## config.mk

```make
export PLATFORM = sky130hd
export DESIGN_NAME = running_mean_variance
export DESIGN_NICKNAME = d
export VERILOG_FILES = /design/src/design/rmv_pkg.sv /design/src/design/running_mean_variance.sv
export SDC_FILE = /design/constraint.sdc
export NUM_CORES = 1
export LEC_CHECK = 0
export BUFFER_PORTS_ARGS = -buffer_cell sky130_fd_sc_hd__buf_4
export CORE_MARGIN = 10
export CORE_UTILIZATION = 55
export CTS_BUF_LIST = sky130_fd_sc_hd__clkbuf_8 sky130_fd_sc_hd__clkbuf_16
export DETAILED_ROUTE_END_ITERATION = 8
export PLACE_DENSITY = 0.72
export SETUP_SLACK_MARGIN = 0.02
export SYNTH_ARGS = -nofsm -noshare
export SYNTH_HDL_FRONTEND = slang
export SYNTH_SLANG_ARGS = --single-unit
```

## constraint.sdc

```tcl
create_clock -name clk -period 12.3 [get_ports clk]
set_input_delay 0.615 -clock clk [delete_from_list [all_inputs] [get_ports clk]]
set_output_delay 0.615 -clock clk [all_outputs]
set_load 0.02 [all_outputs]
```

## src/design/rmv_pkg.sv

```systemverilog
// ----------------------------------------------------------------------------
// rmv_pkg
// Shared constants for the running mean and variance block.
// ----------------------------------------------------------------------------
`default_nettype none

package rmv_pkg;

    localparam int MAX_SAMPLES_DEF = 1024;

    localparam int SAMPLE_W  = 16;
    localparam int FRAC_W    = 16;
    localparam int MEAN_W    = 32;
    localparam int DELTA_W   = 34;
    localparam int MAG_W     = 33;
    localparam int DVD_W     = 64;
    localparam int M2_W      = 64;
    localparam int VAR_W     = 46;
    localparam int CNT_OUT_W = 11;

    localparam int SAMPLE_ITERS = MAG_W;
    localparam int FINAL_ITERS  = DVD_W;
    localparam int ITER_W       = $clog2(FINAL_ITERS + 1);

endpackage

`default_nettype wire

```

## src/design/running_mean_variance.sv

```systemverilog
// ----------------------------------------------------------------------------
// running_mean_variance
// Welford one-pass mean and population variance over a set of Q8.8 samples.
// ----------------------------------------------------------------------------
// Input channel (in_valid / in_stall) carries sample and last. One transaction
// is taken at a time; in_stall is high while a sample is being folded in.
// Each taken sample runs a bit-serial restoring divide of |x - mean| by the
// running count, a mean update step, a setup step, a shift-add multiply of
// the two deviations and an accumulate step; the next sample is taken only
// once the accumulate step is done. A sample arriving with the set full is
// dropped, setting the overflow flag.
// A transaction with last set closes the set: after the sample step (or
// directly, if the sample was dropped), M2 is divided by the count in the same
// serial divider, and the result is then loaded into the output register.
// The result sits in an output register (out_valid / out_stall); the next set
// starts while it waits. A closing set that finishes while the previous result
// is still stalled holds, with in_stall high, until that result is taken.
// Reset (rst_n low, asynchronous) clears count, mean, M2, the overflow flag and
// out_valid; all but out_valid are cleared again when each result is loaded.
// ----------------------------------------------------------------------------
`default_nettype none

module running_mean_variance #(
    parameter int MAX_SAMPLES = rmv_pkg::MAX_SAMPLES_DEF
) (
    input  wire logic                                 clk,
    input  wire logic                                 rst_n,

    input  wire logic                                 in_valid,
    output logic                                      in_stall,
    input  wire logic signed [rmv_pkg::SAMPLE_W-1:0]  sample,
    input  wire logic                                 last,

    output logic                                      out_valid,
    input  wire logic                                 out_stall,
    output logic signed [rmv_pkg::MEAN_W-1:0]         mean_value,
    output logic        [rmv_pkg::VAR_W-1:0]          variance_value,
    output logic        [rmv_pkg::CNT_OUT_W-1:0]      sample_count,
    output logic                                      overflowed
);

    localparam int CW       = $clog2(MAX_SAMPLES + 1);
    localparam int SAMPLE_W = rmv_pkg::SAMPLE_W;
    localparam int FRAC_W   = rmv_pkg::FRAC_W;
    localparam int MEAN_W   = rmv_pkg::MEAN_W;
    localparam int DELTA_W  = rmv_pkg::DELTA_W;
    localparam int MAG_W    = rmv_pkg::MAG_W;
    localparam int DVD_W    = rmv_pkg::DVD_W;
    localparam int M2_W     = rmv_pkg::M2_W;
    localparam int VAR_W    = rmv_pkg::VAR_W;
    localparam int CNT_OUT_W = rmv_pkg::CNT_OUT_W;
    localparam int ITER_W   = rmv_pkg::ITER_W;

    typedef enum logic [2:0] {
        S_IDLE,
        S_DIV,
        S_MEAN,
        S_SETUP,
        S_MUL,
        S_ACCUM,
        S_FINAL
    } state_t;

    state_t                    state_reg;
    logic [CW-1:0]             count_reg;
    logic signed [MEAN_W-1:0]  mean_reg;
    logic [M2_W-1:0]           m2_reg;
    logic                      overflow_reg;

    logic signed [SAMPLE_W-1:0] sample_reg;
    logic                      last_reg;
    logic                      neg_reg;
    logic                      final_reg;

    logic [DVD_W-1:0]          dvd_reg;
    logic [DVD_W-1:0]          quo_reg;
    logic [CW-1:0]             rem_reg;
    logic [CW-1:0]             divisor_reg;
    logic [ITER_W-1:0]         iter_reg;

    logic [MAG_W-1:0]          mag1_reg;
    logic [MAG_W-1:0]          mplier_reg;
    logic [M2_W-1:0]           mcand_reg;
    logic [M2_W-1:0]           acc_reg;

    logic                      out_valid_reg;
    logic signed [MEAN_W-1:0]  mean_out_reg;
    logic [VAR_W-1:0]          var_out_reg;
    logic [CNT_OUT_W-1:0]      cnt_out_reg;
    logic                      ovf_out_reg;

    logic                      in_take;
    logic                      out_take;
    logic                      set_full;
    logic signed [DELTA_W-1:0] x_in;
    logic signed [DELTA_W-1:0] x_held;
    logic signed [DELTA_W-1:0] mean_ext;
    logic signed [DELTA_W-1:0] delta_in;
    logic signed [DELTA_W-1:0] delta_held;
    logic [DELTA_W-1:0]        mag_in;
    logic [DELTA_W-1:0]        mag_held;
    logic [CW:0]               rem_shift;
    logic                      div_ge;
    logic [CW:0]               rem_sub;
    logic [DELTA_W-1:0]        quo_ext;
    logic [DELTA_W-1:0]        mean_upd;
    logic [M2_W:0]             m2_sum;
    logic [M2_W-1:0]           m2_sat;
    logic [VAR_W-1:0]          var_sat;
    logic [CW+CNT_OUT_W-1:0]   cnt_wide;

    always_comb
    begin
        in_take   = in_valid && !in_stall;
        out_take  = out_valid_reg && !out_stall;
        set_full  = (count_reg == CW'(MAX_SAMPLES));

        x_in      = {{(DELTA_W-SAMPLE_W-FRAC_W){sample[SAMPLE_W-1]}}, sample, FRAC_W'(0)};
        x_held    = {{(DELTA_W-SAMPLE_W-FRAC_W){sample_reg[SAMPLE_W-1]}}, sample_reg,
                     FRAC_W'(0)};
        mean_ext  = {{(DELTA_W-MEAN_W){mean_reg[MEAN_W-1]}}, mean_reg};
        delta_in  = x_in - mean_ext;
        delta_held = x_held - mean_ext;
        mag_in    = delta_in[DELTA_W-1] ? (DELTA_W'(0) - delta_in) : delta_in;
        mag_held  = delta_held[DELTA_W-1] ? (DELTA_W'(0) - delta_held) : delta_held;

        rem_shift = {rem_reg, dvd_reg[DVD_W-1]};
        div_ge    = (rem_shift >= {1'b0, divisor_reg});
        rem_sub   = rem_shift - {1'b0, divisor_reg};

        quo_ext   = {{(DELTA_W-MAG_W){1'b0}}, quo_reg[MAG_W-1:0]};
        mean_upd  = neg_reg ? (mean_ext - quo_ext) : (mean_ext + quo_ext);

        m2_sum    = {1'b0, m2_reg} + {{(FRAC_W+1){1'b0}}, acc_reg[M2_W-1:FRAC_W]};
        m2_sat    = m2_sum[M2_W] ? {M2_W{1'b1}} : m2_sum[M2_W-1:0];

        if (count_reg == CW'(0))
        begin
            var_sat = VAR_W'(0);
        end
        else if (quo_reg[DVD_W-1:VAR_W] != '0)
        begin
            var_sat = {VAR_W{1'b1}};
        end
        else
        begin
            var_sat = quo_reg[VAR_W-1:0];
        end

        cnt_wide  = {{CNT_OUT_W{1'b0}}, count_reg};
    end

    assign in_stall       = (state_reg != S_IDLE);
    assign out_valid      = out_valid_reg;
    assign mean_value     = mean_out_reg;
    assign variance_value = var_out_reg;
    assign sample_count   = cnt_out_reg;
    assign overflowed     = ovf_out_reg;

    always_ff @(posedge clk or negedge rst_n)
    begin
        if (!rst_n)
        begin
            state_reg     <= S_IDLE;
            count_reg     <= '0;
            mean_reg      <= '0;
            m2_reg        <= '0;
            overflow_reg  <= 1'b0;
            out_valid_reg <= 1'b0;
        end
        else
        begin
            // in the closing step the output register is reloaded instead
            if (out_take && state_reg != S_FINAL)
            begin
                out_valid_reg <= 1'b0;
            end

            case (state_reg)
                S_IDLE:
                begin
                    if (in_take)
                    begin
                        sample_reg <= sample;
                        last_reg   <= last;
                        if (set_full)
                        begin
                            overflow_reg <= 1'b1;
                            if (last)
                            begin
                                final_reg   <= 1'b1;
                                dvd_reg     <= m2_reg;
                                divisor_reg <= count_reg;
                                rem_reg     <= '0;
                                iter_reg    <= ITER_W'(rmv_pkg::FINAL_ITERS);
                                state_reg   <= S_DIV;
                            end
                        end
                        else
                        begin
                            final_reg   <= 1'b0;
                            neg_reg     <= delta_in[DELTA_W-1];
                            mag1_reg    <= mag_in[MAG_W-1:0];
                            dvd_reg     <= {mag_in[MAG_W-1:0], (DVD_W-MAG_W)'(0)};
                            divisor_reg <= count_reg + CW'(1);
                            rem_reg     <= '0;
                            iter_reg    <= ITER_W'(rmv_pkg::SAMPLE_ITERS);
                            state_reg   <= S_DIV;
                        end
                    end
                end

                S_DIV:
                begin
                    rem_reg  <= div_ge ? rem_sub[CW-1:0] : rem_shift[CW-1:0];
                    quo_reg  <= {quo_reg[DVD_W-2:0], div_ge};
                    dvd_reg  <= {dvd_reg[DVD_W-2:0], 1'b0};
                    iter_reg <= iter_reg - ITER_W'(1);
                    if (iter_reg == ITER_W'(1))
                    begin
                        state_reg <= final_reg ? S_FINAL : S_MEAN;
                    end
                end

                S_MEAN:
                begin
                    mean_reg  <= mean_upd[MEAN_W-1:0];
                    count_reg <= divisor_reg;
                    state_reg <= S_SETUP;
                end

                S_SETUP:
                begin
                    mplier_reg <= mag_held[MAG_W-1:0];
                    mcand_reg  <= {{(M2_W-MAG_W){1'b0}}, mag1_reg};
                    acc_reg    <= '0;
                    iter_reg   <= ITER_W'(rmv_pkg::SAMPLE_ITERS);
                    state_reg  <= S_MUL;
                end

                S_MUL:
                begin
                    if (mplier_reg[0])
                    begin
                        acc_reg <= acc_reg + mcand_reg;
                    end
                    mcand_reg  <= {mcand_reg[M2_W-2:0], 1'b0};
                    mplier_reg <= {1'b0, mplier_reg[MAG_W-1:1]};
                    iter_reg   <= iter_reg - ITER_W'(1);
                    if (iter_reg == ITER_W'(1))
                    begin
                        state_reg <= S_ACCUM;
                    end
                end

                S_ACCUM:
                begin
                    m2_reg <= m2_sat;
                    if (last_reg)
                    begin
                        final_reg   <= 1'b1;
                        dvd_reg     <= m2_sat;
                        divisor_reg <= count_reg;
                        rem_reg     <= '0;
                        iter_reg    <= ITER_W'(rmv_pkg::FINAL_ITERS);
                        state_reg   <= S_DIV;
                    end
                    else
                    begin
                        state_reg <= S_IDLE;
                    end
                end

                S_FINAL:
                begin
                    if (!out_valid_reg || !out_stall)
                    begin
                        out_valid_reg <= 1'b1;
                        mean_out_reg  <= mean_reg;
                        var_out_reg   <= var_sat;
                        cnt_out_reg   <= cnt_wide[CNT_OUT_W-1:0];
                        ovf_out_reg   <= overflow_reg;
                        count_reg     <= '0;
                        mean_reg      <= '0;
                        m2_reg        <= '0;
                        overflow_reg  <= 1'b0;
                        state_reg     <= S_IDLE;
                    end
                end

                default:
                begin
                    state_reg <= S_IDLE;
                end
            endcase
        end
    end

    a_count_bound: assert property (@(posedge clk) disable iff (!rst_n)
        count_reg <= CW'(MAX_SAMPLES))
        else $error("sample count beyond the set bound");

    a_overflow_full: assert property (@(posedge clk) disable iff (!rst_n)
        overflow_reg |-> set_full)
        else $error("overflow flag set while the set is not full");

    a_out_hold: assert property (@(posedge clk) disable iff (!rst_n)
        out_valid_reg && out_stall |=> out_valid_reg && $stable(var_out_reg))
        else $error("stalled result transaction changed");

    a_out_source: assert property (@(posedge clk) disable iff (!rst_n)
        $rose(out_valid_reg) |-> $past(state_reg) == S_FINAL)
        else $error("result raised outside the closing step");

    a_final_nonzero: assert property (@(posedge clk) disable iff (!rst_n)
        state_reg == S_FINAL |-> count_reg != CW'(0))
        else $error("set closed with no samples");

endmodule

`default_nettype wire
```

Word level (Yosys, flattened, before mapping)
Index checks and enable logic that the tools add are counted.
{ "classes": {"addsub": 11, "n_lt_le_gt_ge": 1, "n_eq_ne": 17, "n_mux": 57, "n_bitwise": 1, "reduce_logical": 32} }
{ "ops": {"columns": ["op", "n"], "rows": [
  ["$mux W64", 7],
  ["$pmux W64 S2", 3],
  ["$pmux W64 S3", 1],
  ["$mux W11", 10],
  ["$mux W33", 2],
  ["$pmux W33 S2", 1],
  ["$sub A1 B33 Y33 const A", 2],
  ["$sub A32 B32 Y33", 2],
  ["$add A64 B48 Y65", 1],
  ["$add A64 B64 Y64", 1],
  ["$mux W32", 2],
  ["$pmux W32 S2", 1],
  ["$mux W46", 1],
  ["$pmux W11 S2", 2],
  ["$pmux W11 S3", 1],
  ["$add A32 B32 Y32", 1],
  ["$sub A32 B32 Y32", 1],
  ["$mux W7", 4],
  ["$pmux W7 S4", 1],
  ["$mux W3", 7],
  ["$pmux W3 S7", 1],
  ["$reduce_and A5 Y1", 4],
  ["$reduce_bool A18 Y1", 1],
  ["$ne A2 B2 Y1 const B", 7],
  ["other kinds (25)", 55]
]} }
{ "word_totals": {"reg_bits": 572, "inputBits": 21} }

Longest topological paths before layout
{ "depth": {"depth_word": 6, "ltp_mapped": 21, "ltp_nobuf": 20} }

Least setup slack after synthesis
OpenSTA, ideal clock, no wires.
{ "synth_path": {"path_kind": "reg2reg", "startpoint": "reg state_reg[2]", "endpoint": "reg mcand_reg[0] (enable)", "setup_time_ns": 0.702, "arrival_ns": 8.250, "t_required_ns": 11.598, "path_slack_ns": 3.348, "stages_incl_launch_ff": 7, "synth_period_minus_slack_ns": 8.952, "cell_sequence": "dfrtp_1 -> clkbuf_1 -> clkbuf_1 -> nand2_1 -> clkbuf_1 -> clkbuf_1 -> a21boi_0"} }
{ "synth_via": {"elab_chain_cells": 3} }
{ "synth_lines": {"columns": ["item", "line", "text"], "rows": [
  ["start: declaration", "running_mean_variance.sv:64", "state_t state_reg;"],
  ["start signal: assignment", "running_mean_variance.sv:221", "state_reg <= final_reg ? S_FINAL : S_MEAN;"],
  ["$eq A3 B3 Y1 or $eq A3 B2 Y1 (tied branches)", "running_mean_variance.sv:179", "case (state_reg)"],
  ["$reduce_bool A2 Y1 (no source line) *", null, null],
  ["$reduce_and A2 Y1 (no source line) *", null, null],
  ["end signal: assignment", "running_mean_variance.sv:235", "mcand_reg <= {{(M2_W-MAG_W){1'b0}}, mag1_reg};"],
  ["end signal: assignment", "running_mean_variance.sv:247", "mcand_reg <= {mcand_reg[M2_W-2:0], 1'b0};"],
  ["end: declaration", "running_mean_variance.sv:83", "logic [M2_W-1:0] mcand_reg;"]
]} }
Every way passes the cells marked *; elsewhere a longest branch is shown, timed or not.
A chain may end at the register's enable or synchronous reset.

Final worst setup path
{ "layout_path": {"startpoint": "reg mean_reg[0]", "endpoint": "reg dvd_reg[35] (data pin)"} }
{ "layout_via": {"elab_chain_cells": 6} }
{ "layout_lines": {"columns": ["item", "line", "text"], "rows": [
  ["start: declaration", "running_mean_variance.sv:66", "logic signed [MEAN_W-1:0] mean_reg;"],
  ["start signal: assignment", "running_mean_variance.sv:227", "mean_reg <= mean_upd[MEAN_W-1:0];"],
  ["$sub A32 B32 Y33 *", "running_mean_variance.sv:122", "delta_in = x_in - mean_ext;"],
  ["$sub A1 B33 Y33", "running_mean_variance.sv:124", "mag_in = delta_in[DELTA_W-1] ? (DELTA_W'(0) - delta_in) : delta_in;"],
  ["$mux W33 *", "running_mean_variance.sv:124", null],
  ["net mag_in[4]", "running_mean_variance.sv:100", "logic [DELTA_W-1:0] mag_in;"],
  ["$mux W64 *", "running_mean_variance.sv:186", "if (set_full)"],
  ["$mux W64 *", "running_mean_variance.sv:182", "if (in_take)"],
  ["$pmux W64 S3 *", "running_mean_variance.sv:179", null],
  ["end signal: assignment", "running_mean_variance.sv:192", "dvd_reg <= m2_reg;"],
  ["end signal: assignment", "running_mean_variance.sv:204", "dvd_reg <= {mag_in[MAG_W-1:0], (DVD_W-MAG_W)'(0)};"],
  ["end signal: assignment", "running_mean_variance.sv:217", "dvd_reg <= {dvd_reg[DVD_W-2:0], 1'b0};"],
  ["end: declaration", "running_mean_variance.sv:75", "logic [DVD_W-1:0] dvd_reg;"]
]} }
The timed path passes the listed nets; every way through them passes the cells marked *. The select of a mux whose other input is x is not followed.

==> metrics.md <==
| Metric | Value |
|---|---|
| Cell Pwr Density | 267 nW/um^2 |
| CTS tree | done |
| Crit end category | register |
| TritonCTS Buffers | 61 |
| Ranking of synthesized cells by area | edfxtp_1 (40%), dfrtp_1 (8.2%), ha_1 (7.0%) |
| Leading cell type in the layout, fill and taps excluded | edfxtp_1 |
| Synthesis-to-layout area growth | 10.5% |
| First-pass GRT wire length | 145000 um |
| CTS sink count | 572 |
| Drt initial violations | 2428 |
| Clock latency at the later pin of the worst-skew pair | 650 ps |
| Reg-to-reg critical path endpoint | dvd_reg[35]$_DFFE_PP_ |
| Hold Crit Class | input port to async pin |
| Via count of the first global-routing pass | 26200 |
| Routed WL | 91000 um |
| Critical setup path kind | register to register |
| Most frequent CP cell | inv_1 |
| Row count | 91 |
| Reg2Reg Depth | 13 |
| Worst-path maximum fanout | 23 |
| RSZ-0062 raised after global routing | no |
| Library cells used by synthesis | 80 |
| GRT overflow | 0 |
| Largest net degree at the start of global routing | 81 |
| R2R Setup Slk | 7120 ps |
| Number of hold buffers added after CTS | 0 |
| Worst setup path endpoint | dvd_reg[35]$_DFFE_PP_ |
| Post-synth EDFFs | 460 |
| Clock Path Buffers | 3 |
| Core ar. | 61600 um^2 |
| Post-CTS Setup Inserts | 0 |
| Area leader, netlist | edfxtp_1 |
| Peak Freq | 0.193 GHz |
| Worst slew pin tran | 1230 ps |
| Pre-CTS setup slack | 7230 ps |
| Worst rel slew slack | 18.2% |
| Seq cells post-synth | 572 |
| I/O pins | 113 |
| CP cell instances | inv_1 -> ha_1 -> or4b_4 -> or3_1 -> o211ai_1 -> and3_1 -> o21a_1 -> o31a_1 -> inv_1 -> mux2i_1 -> xor2_1 -> a222oi_1 -> nand2_1 |
| Setup TNS | 0 ps |
| Yosys warnings | 0 |
| Ys flop type | edfxtp_1 |
| Share of cells above drive strength 1 | 8.47% |
| Post-DP HPWL | 64700 um |
| ANT cells | 0 |
| Number of remaining DRC errors | 0 |
| Critical-path top delay cell | or4b_4 |
| Worst Clk Skew | 26.9 ps |
| Mapped Cells | 3355 |
| Routed wire length per instance | 21.2 um |
| Async SR Flop Fraction | 19.6% |
| Root Buffer | clkbuf_16 |
| Most frequent cells in the layout | edfxtp_1 (460), nand2_1 (349), a21oi_1 (277), nor2_1 (273), o21ai_0 (210) |
| Port buffer count | 112 |
| Starting Density | 55.4% |
| Final Max Slew Viols | 0 |
| Max cap viols | 0 |
| Area after DPL | 35600 um^2 |
| Final worst path period share | 42.1% |
| GPL Wtd Cong | 0.928 |
| WP data arrival | 5570 ps |
| Router iterations before antenna repair | 7 |
| Clock input transition at the sequential cells of the worst setup and hold paths | 60 ps |
| H-Tree Depth | 2 |
| Chip height | 269 um |
| CTS resizes | 0 |
| Tot GR Track Use | 25.0% |
| Status | complete, no violations |
| Die area | 72400 um^2 |
| Reg2Reg Launch Point | mean_reg[0]$_DFFE_PN0P_ |
| Mapped Area | 34100 um^2 |
| Final hold vios | 0 |
| Syn_area_per_cell | 10.2 um^2 |
| Pwr Total | 0.0101 W |
| Mapped Nets | 3571 |
| Final Cell Area | 37700 um^2 |
| Share of the synthesized area in the top cell type | 40.5% |
| Critical path origin | mean_reg[0]$_DFFE_PN0P_ |
| Crit path launch type | register |
| CP required | 12690 ps |
| DRT antenna net count | 0 |
| Final setup margin | 7120 ps |
| Die X | 269 um |
| Crit path largest cell delay | 610 ps |
| Final Setup Violations | 0 |
| Via count | 26600 |
| VDD IR-drop max | 0.155 mV |
| Sequential share of the synthesized area | 48.7% |
| Vias/cell | 6.21 |
| Final min period | 5180 ps |
| Antenna violations before repair | 0 |
| Nets | 3610 |
| Leak pwr | 15.0 nW |
| Fin util | 61.2% |
metrics by stage:
step / instances / hold WS (ps)
floorplan: 3355 / 319
global placement: 4168 / 429
detailed placement: 4168 / 435
global route: 4284 / 69.5
CTS: 4284 / 28.8
finish: 4284 / 16.8
worst min-delay path by stage:
stage,end,cells past startpoint
6_report,count_reg[5]$_DFFE_PN0P_,1
5_1_grt,count_reg[5]$_DFFE_PN0P_,1
4_1_cts,m2_reg[31]$_DFFE_PN0P_,1
3_5_place_dp,quo_reg[56]$_DFFE_PP_,0
3_3_place_gp,quo_reg[56]$_DFFE_PP_,0
2_1_floorplan,count_reg[0]$_DFFE_PN0P_,0
Yosys cell counts (20+ instances only):
| cell | n |
|---|---|
| o21bai_1 | 30 |
| nor2b_1 | 33 |
| nand3_1 | 78 |
| xor2_1 | 109 |
| a21o_1 | 125 |
| a211oi_1 | 20 |
| a21oi_1 | 278 |
| xnor2_1 | 179 |
| a221o_1 | 34 |
| inv_1 | 105 |
| nand2_1 | 351 |
| nand4_1 | 43 |
| a222oi_1 | 26 |
| o21ai_0 | 210 |
| and2_1 | 20 |
| nor4_1 | 21 |
| o31ai_1 | 28 |
| a31oi_1 | 24 |
| edfxtp_1 | 460 |
| ha_1 | 191 |
| dfrtp_1 | 112 |
| nor2_1 | 277 |
| and3_1 | 59 |
| nor3_1 | 53 |
| clkbuf_1 | 147 |
| nand2b_1 | 32 |
| o21a_1 | 69 |
where the power goes:
group          leakage [nW]  switching (W)  total, W  internal (W)
sequential             5.59       0.000434   0.00332       0.00289
combinational          8.37        0.00295   0.00485       0.00190
clock                  1.04       0.000806   0.00189       0.00108
critical path: cells and delay by family (launching register included):
| kind | cells | cell delay (ps) |
|---|---|---|
| adder cells (fa/ha/maj) | 1 | 440 |
| buffers and inverters | 2 | 780 |
| AND/OR/NAND/NOR | 4 | 1410 |
| XOR/XNOR | 1 | 120 |
| flip-flops | 1 | 530 |
| multiplexers | 1 | 330 |
| AO/OA/AOI/OAI | 4 | 1290 |
layer usage:
| metal | vias up | track usage [%] | share of wire [%] |
|---|---|---|---|
| li1 | 12500 | - | - |
| met1 | 13100 | 33.6 | 43 |
| met2 | 886 | 41.7 | 48 |
| met3 | 154 | 3.57 | 6.4 |
| met4 | 0 | 7.03 | 2.5 |
| met5 | - | 0 | 0 |
layout make-up:
class	instances	area [um^2]
fill	4964	23900
inverter	105	394
sequential	572	16600
clock inverter	47	413
tap	837	1050
multi-input combinational	2516	16500
clock buffer	69	1640
timing repair buffer	138	1040
logic make-up after synthesis:
family                     after synthesis  synth area share (%)
and+or+nand+nor                       1039                  14.3
AOI/OAI and AO/OA                      979                  18.8
DFF                                    572                  48.7
xor gates and xnor gates               288                  7.40
buffers and inverters                  267                  3.03
adders and majority gates              197                  7.30
muxes                                   13                 0.385
No activity file was read; power rests on OpenSTA's default activity.
